**src/tgct_pkg.sv**
```systemverilog
// Shared types, constants and codes for the tilt gesture cursor tracker.
package tgct_pkg;

  localparam int unsigned QUEUE_DEPTH = 2;

  localparam logic [16:0] CURSOR_ONE    = 17'd65536;
  localparam logic [16:0] CURSOR_CENTRE = 17'd32768;
  localparam logic [12:0] WIDTH_MAX     = 13'd4096;

  typedef enum logic [1:0] {
    CMD_UPDATE    = 2'd0,
    CMD_CALIBRATE = 2'd1,
    CMD_RECENTER  = 2'd2
  } cmd_e;

  typedef enum logic [1:0] {
    CFG_DEADBAND    = 2'd0,
    CFG_SENSITIVITY = 2'd1,
    CFG_IDLE_LIMIT  = 2'd2,
    CFG_PIX_WIDTH   = 2'd3
  } cfg_idx_e;

  typedef enum logic [1:0] {
    DIR_NONE  = 2'd0,
    DIR_RIGHT = 2'd1,
    DIR_LEFT  = 2'd2
  } dir_e;

  typedef struct packed {
    logic [1:0]         command;
    logic signed [15:0] accel_x;
    logic [15:0]        time_step;
    logic               sample_present;
  } in_item_t;

  typedef struct packed {
    logic [16:0] cursor_pos;
    logic [11:0] pixel_col;
    logic        gesture_phase;
    logic [1:0]  gesture_dir;
    logic        moved;
  } out_item_t;

  typedef struct packed {
    logic [14:0] deadband;
    logic [15:0] sensitivity;
    logic [7:0]  idle_limit;
    logic [12:0] pix_width;
  } cfg_t;

  // One classified request as handed from the front to the back.
  typedef struct packed {
    logic        center;
    logic        sample;
    logic [1:0]  dir;
    logic [15:0] mag;
    logic [15:0] dt;
  } op_t;

endpackage

```
**src/tgct_front.sv**
```systemverilog
// Front end: takes requests, tracks calibration and classifies each sample.
module tgct_front
  import tgct_pkg::*;
(
  input  logic     clk_i,
  input  logic     rst_ni,
  input  logic     push_i,
  input  in_item_t item_i,
  input  cfg_t     cfg_i,
  output op_t      op_o
);

  logic signed [15:0] bias_q, bias_d;
  logic               calibrated_q, calibrated_d;
  logic               is_cal, is_sample, auto_cal;
  logic signed [15:0] bias_use;
  logic signed [16:0] diff;
  logic [16:0]        abs_diff;
  logic [15:0]        mag;
  logic               in_zone;

  always_comb begin
    is_cal    = (item_i.command == CMD_CALIBRATE);
    is_sample = (item_i.command == CMD_UPDATE) && (item_i.time_step != 16'd0)
                && item_i.sample_present;
    auto_cal  = is_sample && !calibrated_q;
    // An uncalibrated sample calibrates from itself, so its difference is zero.
    bias_use  = calibrated_q ? bias_q : item_i.accel_x;
    diff      = {item_i.accel_x[15], item_i.accel_x} - {bias_use[15], bias_use};
    abs_diff  = diff[16] ? (17'd0 - diff) : diff;
    mag       = abs_diff[15:0];
    in_zone   = (mag < {1'b0, cfg_i.deadband});

    op_o.center = is_cal || auto_cal || (item_i.command == CMD_RECENTER);
    op_o.sample = is_sample;
    op_o.mag    = in_zone ? 16'd0 : mag;
    op_o.dt     = item_i.time_step;
    if (in_zone || diff == 17'sd0) begin
      op_o.dir = DIR_NONE;
    end else if (diff[16]) begin
      op_o.dir = DIR_LEFT;
    end else begin
      op_o.dir = DIR_RIGHT;
    end

    bias_d       = bias_q;
    calibrated_d = calibrated_q;
    if (push_i && (is_cal || auto_cal)) begin
      bias_d       = item_i.accel_x;
      calibrated_d = 1'b1;
    end
  end

  always_ff @(posedge clk_i or negedge rst_ni) begin
    if (!rst_ni) begin
      bias_q       <= '0;
      calibrated_q <= 1'b0;
    end else begin
      bias_q       <= bias_d;
      calibrated_q <= calibrated_d;
    end
  end

endmodule

```
**src/tgct_queue.sv**
```systemverilog
// Small register queue between the front and the back.
module tgct_queue
  import tgct_pkg::*;
#(
  parameter int unsigned Depth = QUEUE_DEPTH
) (
  input  logic clk_i,
  input  logic rst_ni,
  input  logic push_i,
  input  op_t  op_i,
  input  logic pop_i,
  output op_t  op_o,
  output logic empty_o,
  output logic full_o
);

  localparam int unsigned PtrW = (Depth > 1) ? $clog2(Depth) : 1;
  localparam int unsigned CntW = $clog2(Depth + 1);

  op_t             entry_q [Depth];
  logic [PtrW-1:0] wr_ptr_q, wr_ptr_d, rd_ptr_q, rd_ptr_d;
  logic [CntW-1:0] count_q, count_d;

  always_comb begin
    empty_o  = (count_q == '0);
    full_o   = (count_q == CntW'(Depth));
    op_o     = entry_q[rd_ptr_q];
    wr_ptr_d = wr_ptr_q;
    rd_ptr_d = rd_ptr_q;
    count_d  = count_q;
    if (push_i) begin
      wr_ptr_d = (wr_ptr_q == PtrW'(Depth - 1)) ? '0 : wr_ptr_q + PtrW'(1);
    end
    if (pop_i) begin
      rd_ptr_d = (rd_ptr_q == PtrW'(Depth - 1)) ? '0 : rd_ptr_q + PtrW'(1);
    end
    if (push_i && !pop_i) begin
      count_d = count_q + CntW'(1);
    end else if (pop_i && !push_i) begin
      count_d = count_q - CntW'(1);
    end
  end

  always_ff @(posedge clk_i or negedge rst_ni) begin
    if (!rst_ni) begin
      wr_ptr_q <= '0;
      rd_ptr_q <= '0;
      count_q  <= '0;
    end else begin
      wr_ptr_q <= wr_ptr_d;
      rd_ptr_q <= rd_ptr_d;
      count_q  <= count_d;
    end
  end

  always_ff @(posedge clk_i) begin
    if (push_i) begin
      entry_q[wr_ptr_q] <= op_i;
    end
  end

endmodule

```
**src/tgct_back.sv**
```systemverilog
// Back end: gesture machine, cursor update with sequenced multiplies, result register.
module tgct_back
  import tgct_pkg::*;
(
  input  logic      clk_i,
  input  logic      rst_ni,
  input  cfg_t      cfg_i,
  input  op_t       op_i,
  input  logic      empty_i,
  output logic      pop_o,
  output logic      out_valid_o,
  input  logic      out_stall_i,
  output out_item_t out_data_o
);

  typedef enum logic [5:0] {
    S_IDLE = 6'b000001,
    S_MUL1 = 6'b000010,
    S_MUL2 = 6'b000100,
    S_STEP = 6'b001000,
    S_PIX  = 6'b010000,
    S_DONE = 6'b100000
  } state_e;

  state_e      state_q, state_d;
  logic        phase_q, phase_d;
  logic [1:0]  dir_q, dir_d;
  logic [7:0]  idle_q, idle_d;
  logic [16:0] cursor_q, cursor_d;
  logic        moved_q, moved_d;
  logic        out_valid_q, out_valid_d;
  out_item_t   out_q, out_d;

  logic [15:0] mag_q, dt_q;
  logic [1:0]  mdir_q;
  logic [31:0] prod1_q;
  logic [47:0] prod2_q;
  logic [29:0] pix_q;

  logic [7:0]  limit, idle_inc;
  logic        take, out_free;
  logic [48:0] rounded;
  logic [24:0] step;
  logic [25:0] sum;
  logic [12:0] w_eff;
  logic [13:0] pix_raw;
  logic [11:0] pix_col;

  always_comb begin
    limit    = (cfg_i.idle_limit == 8'd0) ? 8'd1 : cfg_i.idle_limit;
    idle_inc = (idle_q == 8'hFF) ? idle_q : idle_q + 8'd1;
    w_eff    = (cfg_i.pix_width > WIDTH_MAX) ? WIDTH_MAX : cfg_i.pix_width;
    rounded  = {1'b0, prod2_q} + 49'h000_0080_0000;
    step     = rounded[48:24];
    sum      = {9'd0, cursor_q} + {1'b0, step};
    pix_raw  = pix_q[29:16];
    if (w_eff == 13'd0) begin
      pix_col = '0;
    end else if (pix_raw >= {1'b0, w_eff}) begin
      pix_col = 12'(w_eff - 13'd1);
    end else begin
      pix_col = pix_raw[11:0];
    end
    out_free = !out_valid_q || !out_stall_i;
    take     = (state_q == S_IDLE) && !empty_i;
    pop_o    = take;
  end

  always_comb begin
    state_d     = state_q;
    phase_d     = phase_q;
    dir_d       = dir_q;
    idle_d      = idle_q;
    cursor_d    = cursor_q;
    moved_d     = moved_q;
    out_d       = out_q;
    out_valid_d = out_valid_q && out_stall_i;
    case (state_q)
      S_IDLE: begin
        if (take) begin
          moved_d = 1'b0;
          if (op_i.center) begin
            cursor_d = CURSOR_CENTRE;
          end
          if (op_i.sample) begin
            if (!phase_q) begin
              if (op_i.dir != DIR_NONE) begin
                phase_d = 1'b1;
                dir_d   = op_i.dir;
                idle_d  = '0;
                moved_d = 1'b1;
              end
            end else if (op_i.dir == DIR_NONE) begin
              idle_d = idle_inc;
              if (idle_inc >= limit) begin
                phase_d = 1'b0;
                dir_d   = DIR_NONE;
                idle_d  = '0;
              end
            end else if (op_i.dir == dir_q) begin
              idle_d  = '0;
              moved_d = 1'b1;
            end else begin
              idle_d = '0;
            end
          end
          state_d = (op_i.sample && phase_d && op_i.dir == dir_d && !phase_q)
                    || (op_i.sample && phase_q && op_i.dir != DIR_NONE
                        && op_i.dir == dir_q) ? S_MUL1 : S_PIX;
        end
      end
      S_MUL1: state_d = S_MUL2;
      S_MUL2: state_d = S_STEP;
      S_STEP: begin
        if (mdir_q == DIR_RIGHT) begin
          cursor_d = (sum > {9'd0, CURSOR_ONE}) ? CURSOR_ONE : sum[16:0];
        end else begin
          cursor_d = (step >= {8'd0, cursor_q}) ? 17'd0 : cursor_q - step[16:0];
        end
        state_d = S_PIX;
      end
      S_PIX: state_d = S_DONE;
      S_DONE: begin
        if (out_free) begin
          out_d.cursor_pos    = cursor_q;
          out_d.pixel_col     = pix_col;
          out_d.gesture_phase = phase_q;
          out_d.gesture_dir   = dir_q;
          out_d.moved         = moved_q;
          out_valid_d         = 1'b1;
          state_d             = S_IDLE;
        end
      end
      default: state_d = S_IDLE;
    endcase
  end

  always_ff @(posedge clk_i or negedge rst_ni) begin
    if (!rst_ni) begin
      state_q     <= S_IDLE;
      phase_q     <= 1'b0;
      dir_q       <= DIR_NONE;
      idle_q      <= '0;
      cursor_q    <= CURSOR_CENTRE;
      moved_q     <= 1'b0;
      out_valid_q <= 1'b0;
    end else begin
      state_q     <= state_d;
      phase_q     <= phase_d;
      dir_q       <= dir_d;
      idle_q      <= idle_d;
      cursor_q    <= cursor_d;
      moved_q     <= moved_d;
      out_valid_q <= out_valid_d;
    end
  end

  // Datapath registers: the operands are captured when a request is taken,
  // then the two products, the cursor step and the pixel product are formed in that order.
  always_ff @(posedge clk_i) begin
    out_q <= out_d;
    if (take) begin
      mag_q  <= op_i.mag;
      dt_q   <= op_i.dt;
      mdir_q <= op_i.dir;
    end
    if (state_q == S_MUL1) begin
      prod1_q <= mag_q * cfg_i.sensitivity;
    end
    if (state_q == S_MUL2) begin
      prod2_q <= prod1_q * dt_q;
    end
    if (state_q == S_PIX) begin
      pix_q <= cursor_q * w_eff;
    end
  end

  assign out_valid_o = out_valid_q;
  assign out_data_o  = out_q;

endmodule

```
**src/tilt_gesture_cursor_tracker_top.sv**
```systemverilog
// Top level of the tilt gesture cursor tracker: configuration registers and wiring.
//
//   channel  direction  handshake                 payload
//   in       request in in_valid_i / in_stall_o   in_data_i  (in_item_t)
//   out      result out out_valid_o / out_stall_i out_data_o (out_item_t)
//   cfg      write in   cfg_we_i, cfg_idx_i       cfg_wdata_i
//
// A request that moves the cursor passes through the back end states in order (take, two
// multiplies, step and saturate, pixel multiply, result); any other request goes from take
// straight to pixel multiply and result. The single shared back end handles one request at a
// time; the queue lets the front keep taking requests while a result waits under stall.
// Reset loads the configuration defaults, clears calibration and the gesture state and centers the cursor.
module tilt_gesture_cursor_tracker_top
  import tgct_pkg::*;
#(
  parameter int unsigned QueueDepth = QUEUE_DEPTH
) (
  input  logic      clk_i,
  input  logic      rst_ni,
  input  logic      in_valid_i,
  output logic      in_stall_o,
  input  in_item_t  in_data_i,
  output logic      out_valid_o,
  input  logic      out_stall_i,
  output out_item_t out_data_o,
  input  logic      cfg_we_i,
  input  logic [1:0] cfg_idx_i,
  input  logic [15:0] cfg_wdata_i
);

  cfg_t cfg_q, cfg_d;
  op_t  front_op, queue_op;
  logic push, pop, q_empty, q_full;

  always_comb begin
    cfg_d = cfg_q;
    if (cfg_we_i) begin
      case (cfg_idx_i)
        CFG_DEADBAND:    cfg_d.deadband    = cfg_wdata_i[14:0];
        CFG_SENSITIVITY: cfg_d.sensitivity = cfg_wdata_i;
        CFG_IDLE_LIMIT:  cfg_d.idle_limit  = cfg_wdata_i[7:0];
        CFG_PIX_WIDTH:   cfg_d.pix_width   = cfg_wdata_i[12:0];
        default:         cfg_d = cfg_q;
      endcase
    end
  end

  always_ff @(posedge clk_i or negedge rst_ni) begin
    if (!rst_ni) begin
      cfg_q.deadband    <= 15'd38;
      cfg_q.sensitivity <= 16'd13107;
      cfg_q.idle_limit  <= 8'd45;
      cfg_q.pix_width   <= 13'd1024;
    end else begin
      cfg_q <= cfg_d;
    end
  end

  assign in_stall_o = q_full;
  assign push       = in_valid_i && !q_full;

  tgct_front u_front (
    .clk_i  (clk_i),
    .rst_ni (rst_ni),
    .push_i (push),
    .item_i (in_data_i),
    .cfg_i  (cfg_q),
    .op_o   (front_op)
  );

  tgct_queue #(
    .Depth (QueueDepth)
  ) u_queue (
    .clk_i   (clk_i),
    .rst_ni  (rst_ni),
    .push_i  (push),
    .op_i    (front_op),
    .pop_i   (pop),
    .op_o    (queue_op),
    .empty_o (q_empty),
    .full_o  (q_full)
  );

  tgct_back u_back (
    .clk_i       (clk_i),
    .rst_ni      (rst_ni),
    .cfg_i       (cfg_q),
    .op_i        (queue_op),
    .empty_i     (q_empty),
    .pop_o       (pop),
    .out_valid_o (out_valid_o),
    .out_stall_i (out_stall_i),
    .out_data_o  (out_data_o)
  );

endmodule

```
**config.mk**
```make
export PLATFORM = sky130hd
export DESIGN_NAME = tilt_gesture_cursor_tracker_top
export DESIGN_NICKNAME = d
export VERILOG_FILES = /design/src/tgct_pkg.sv /design/src/tgct_front.sv /design/src/tgct_queue.sv /design/src/tgct_back.sv /design/src/tilt_gesture_cursor_tracker_top.sv
export SDC_FILE = /design/constraint.sdc
export NUM_CORES = 2
export LEC_CHECK = 0
export BUFFER_PORTS_ARGS = -buffer_cell sky130_fd_sc_hd__buf_4
export CORE_ASPECT_RATIO = 0.9
export CORE_UTILIZATION = 30
export DETAILED_ROUTE_END_ITERATION = 8
export HOLD_SLACK_MARGIN = 0.06
export PLACE_DENSITY_LB_ADDON = 0.05
export SLEW_MARGIN = 20
export SYNTH_ARGS = -nofsm -noshare
export SYNTH_HDL_FRONTEND = slang
export SYNTH_SLANG_ARGS = --single-unit
```
**constraint.sdc**
```tcl
create_clock -name clk_i -period 7.59 [get_ports clk_i]
set_input_delay 0.3795 -clock clk_i [delete_from_list [all_inputs] [get_ports clk_i]]
set_output_delay 0.3795 -clock clk_i [all_outputs]
set_load 0.02 [all_outputs]
```
==> flow_metrics.env <==
export IMPL_status="completed"
export IMPL_critPathTopFamily="adder cells"
export IMPL_grtUsageTotal=0.193
export IMPL_min_period_ps=7200
export IMPL_area_growth_pct=13.0
export IMPL_synth_cell_types=84
export IMPL_drive_gt1_frac=0.0967
export IMPL_synth_edff_count=210
export IMPL_htreeDepth=2
export IMPL_hold_viol_final=0
export IMPL_synthCells=4958
export IMPL_crit_path_start_kind="register"
export IMPL_fin_area_mm2=0.0533
export IMPL_cts_buffer_depth=3
export IMPL_io_pins=93
export IMPL_place_area_mm2=0.0513
export IMPL_utilization=0.343
export IMPL_post_route_period_util=0.948
export IMPL_dr_pass1_iters=5
export IMPL_synthArstFlopShare=0.342
export IMPL_cts_buffers=43
export IMPL_routed_via_density=4.66
export IMPL_tightestPinTransition_ps=1060
export IMPL_ys_seq_area_frac=0.192
export IMPL_grt_max_degree=59
export IMPL_ant_nets=0
export IMPL_antenna_found_initial=8
export IMPL_chipWidth_um=420
export IMPL_drv_cap=0
export IMPL_cts_sinks=319
export IMPL_finalSetupTns_ps=0
export IMPL_fin_skew_ps=36.8
export IMPL_hold_ws_ps=135
export IMPL_rsz0062_at_grt="no"
export IMPL_netlist_area_mm2=0.0472
export IMPL_wl_um=150000
export IMPL_path_class="reg2reg"
export IMPL_slew_violations=0
export IMPL_drc=0
export IMPL_clk_pin_slew_ps=60
export IMPL_max_freq_mhz=139
export IMPL_wl_per_cell_um=20.7
export IMPL_min_path_type="in2reg"
export IMPL_crit_path_frequent_cell="fa_1"
export IMPL_endpoint_kind="register"
export IMPL_place_hpwl_um=120000
export IMPL_yosys_warnings=0
export IMPL_start_util=0.303
export IMPL_portBuffers=92
export IMPL_crit_fanout=11
export IMPL_core_area_mm2=0.155
export IMPL_die_area_mm2=0.159
export IMPL_required_ps=7990
export IMPL_syn_area_per_cell_um2=9.51
export IMPL_maxSlewHeadroom=0.290
export IMPL_row_count=137
export IMPL_drtIter0Drc=1614
export IMPL_fp_dieH_um=378
export IMPL_clkLatencyLatePin_ps=650
export IMPL_finalSetupViolCount=0
export IMPL_first_global_vias=35700
export IMPL_cp_num_buf_inv=6
export IMPL_cp_slowest_cell="edfxtp_1"
export IMPL_arrival_ps=7600
export IMPL_root_buffer="clkbuf_16"
export IMPL_ys_ff_latch=319
export IMPL_fin_nets=6359
export IMPL_crit_path_max_incr_delay_ps=820
export IMPL_synthesis_nets=6192
export IMPL_gp_routability_congestion=0.824
export IMPL_via_count=33700
export IMPL_path_cells="buf_4 -> nand2_1 -> fa_1 -> inv_1 -> fa_1 -> fa_1 -> fa_1 -> fa_1 -> inv_1 -> fa_1 -> inv_1 -> ha_1 -> nand4_1 -> a2111oi_0 -> buf_4 -> o31ai_1 -> a21oi_1 -> a21oi_1 -> o41ai_1 -> buf_4 -> a21oi_1 -> xnor2_1"
export IMPL_ys_flop_type="edfxtp_1"
export IMPL_grt_pass1_wl_um=230000
export IMPL_cts_tree="built"
export IMPL_globalRoute_totalOverflow=0
[sequential cells by signal (all words and copies together), names as in the netlist, 8 cells and up]
| name | cells |
|---|---|
| u_front.bias_q | 16 |
| cfg_q | 52 |
| u_back.out_data_o | 33 |
| u_back.idle_q | 8 |
| u_back.prod2_q | 25 |
| u_queue.entry_q | 72 |
| u_back.prod1_q | 32 |
| u_back.pix_q | 14 |
| u_back.dt_q | 16 |
| u_back.mag_q | 16 |
| u_back.cursor_q | 17 |
[final timing paths]
kind	start	endpoint	slack, ps	depth (start not counted)
max in group asynchronous	rst_ni	u_queue.rd_ptr_q	5730	3
setup / recovery	u_back.prod1_q[16]	u_back.prod2_q[44]	390	22
setup reg to reg	u_back.prod1_q[16]	u_back.prod2_q[44]	390	22
hold / removal	in_data_i[34]	u_queue.entry_q[1][35]	130	3
hold reg to reg	u_queue.count_q[1]	u_queue.count_q[1]	490	1
min in group asynchronous	rst_ni	cfg_q[46]	360	2
[worst register-to-register path: cells and delay by family, from the launching register on]
family,cells,cell delay (ps)
flops,1,820
buf+inv,6,820
xor+xnor,1,120
fa+ha+maj,7,3380
compound gates,6,1340
simple gates,2,470
[layout make-up]
cell class / instances / area (µm²)
fillers: 16200 / 102000
multi-input cells: 3431 / 33700
flip-flops and latches: 319 / 9060
inverters: 1012 / 3800
repair buffers: 318 / 2700
well taps: 2085 / 2610
clock buffers: 52 / 1120
clock inverters: 28 / 323
diodes: 2 / 5.00
[routing by layer]
layer / global-route usage / vias up / part of all wire
met5: 0.00524 / - / 0.00077
met4: 0.0381 / 2 / 0.017
met3: 0.0297 / 119 / 0.042
met2: 0.292 / 512 / 0.43
met1: 0.289 / 17300 / 0.51
li1: - / 15900 / -
[metrics by stage]
step	instances	setup WS [ps]
after floorplan	4958	462
after global placement	7113	-167
after detailed placement	7113	-234
after CTS	7244	62.4
after global routing	7246	10.3
final	7247	393
[Yosys cell counts (all sizes together) (41+ instances only)]
cell type	number	share of area
nand2	675	0.054
a21o	63	0.010
fa	778	0.33
a21oi	133	0.014
o21ai	88	0.0093
xnor2	108	0.020
edfxtp	210	0.13
nand3	55	0.0058
nor2	211	0.017
ha	398	0.11
inv	1008	0.080
clkbuf	192	0.015
dfrtp	91	0.048
mux2	93	0.022
xor2	41	0.0076
and2	315	0.042
nor3	46	0.0049
[logic make-up (layout without fill, tap and decap cells)]
group / Yosys count / count (layout) / synth area share
AOI/OAI and AO/OA: 493 / 493 / 0.0693
xor gates and xnor gates: 149 / 149 / 0.0277
adders and majority gates: 1176 / 1176 / 0.436
buffers and inverters: 1208 / 1410 / 0.0962
DFF: 319 / 319 / 0.192
muxes: 115 / 115 / 0.0270
other: 0 / 2 / 0
and+or+nand+nor: 1498 / 1498 / 0.152
[placed cells by master, fill, tap and decap left out, drive strengths merged, types with 23 or more instances in the layout]
cell	instances
nand3	55
a211oi	25
xor2	41
nor4	24
and2	315
nand2	675
and3	30
fa	778
dlygate4sd3	51
a21o	63
a21oi	133
nor2b	29
nand4	23
ha	398
nor2	211
clkbuf	52
buf	267
mux2	93
nor3	46
o21ai	88
inv	1015
nand2b	25
xnor2	108
edfxtp	210
dfrtp	91
[what timing repair did]
item	CTS	global route
pin swaps	0	1
endpoints found under the setup margin	5	12
resized for setup	3	11
gates cloned	0	0
buffers inserted	0	1
endpoints found under the hold margin	147	0
hold buffers	51	0
Power is left out: the tool's default activity adds up to more than one toggle a clock period on the data nets, which glitch-free logic cannot reach.
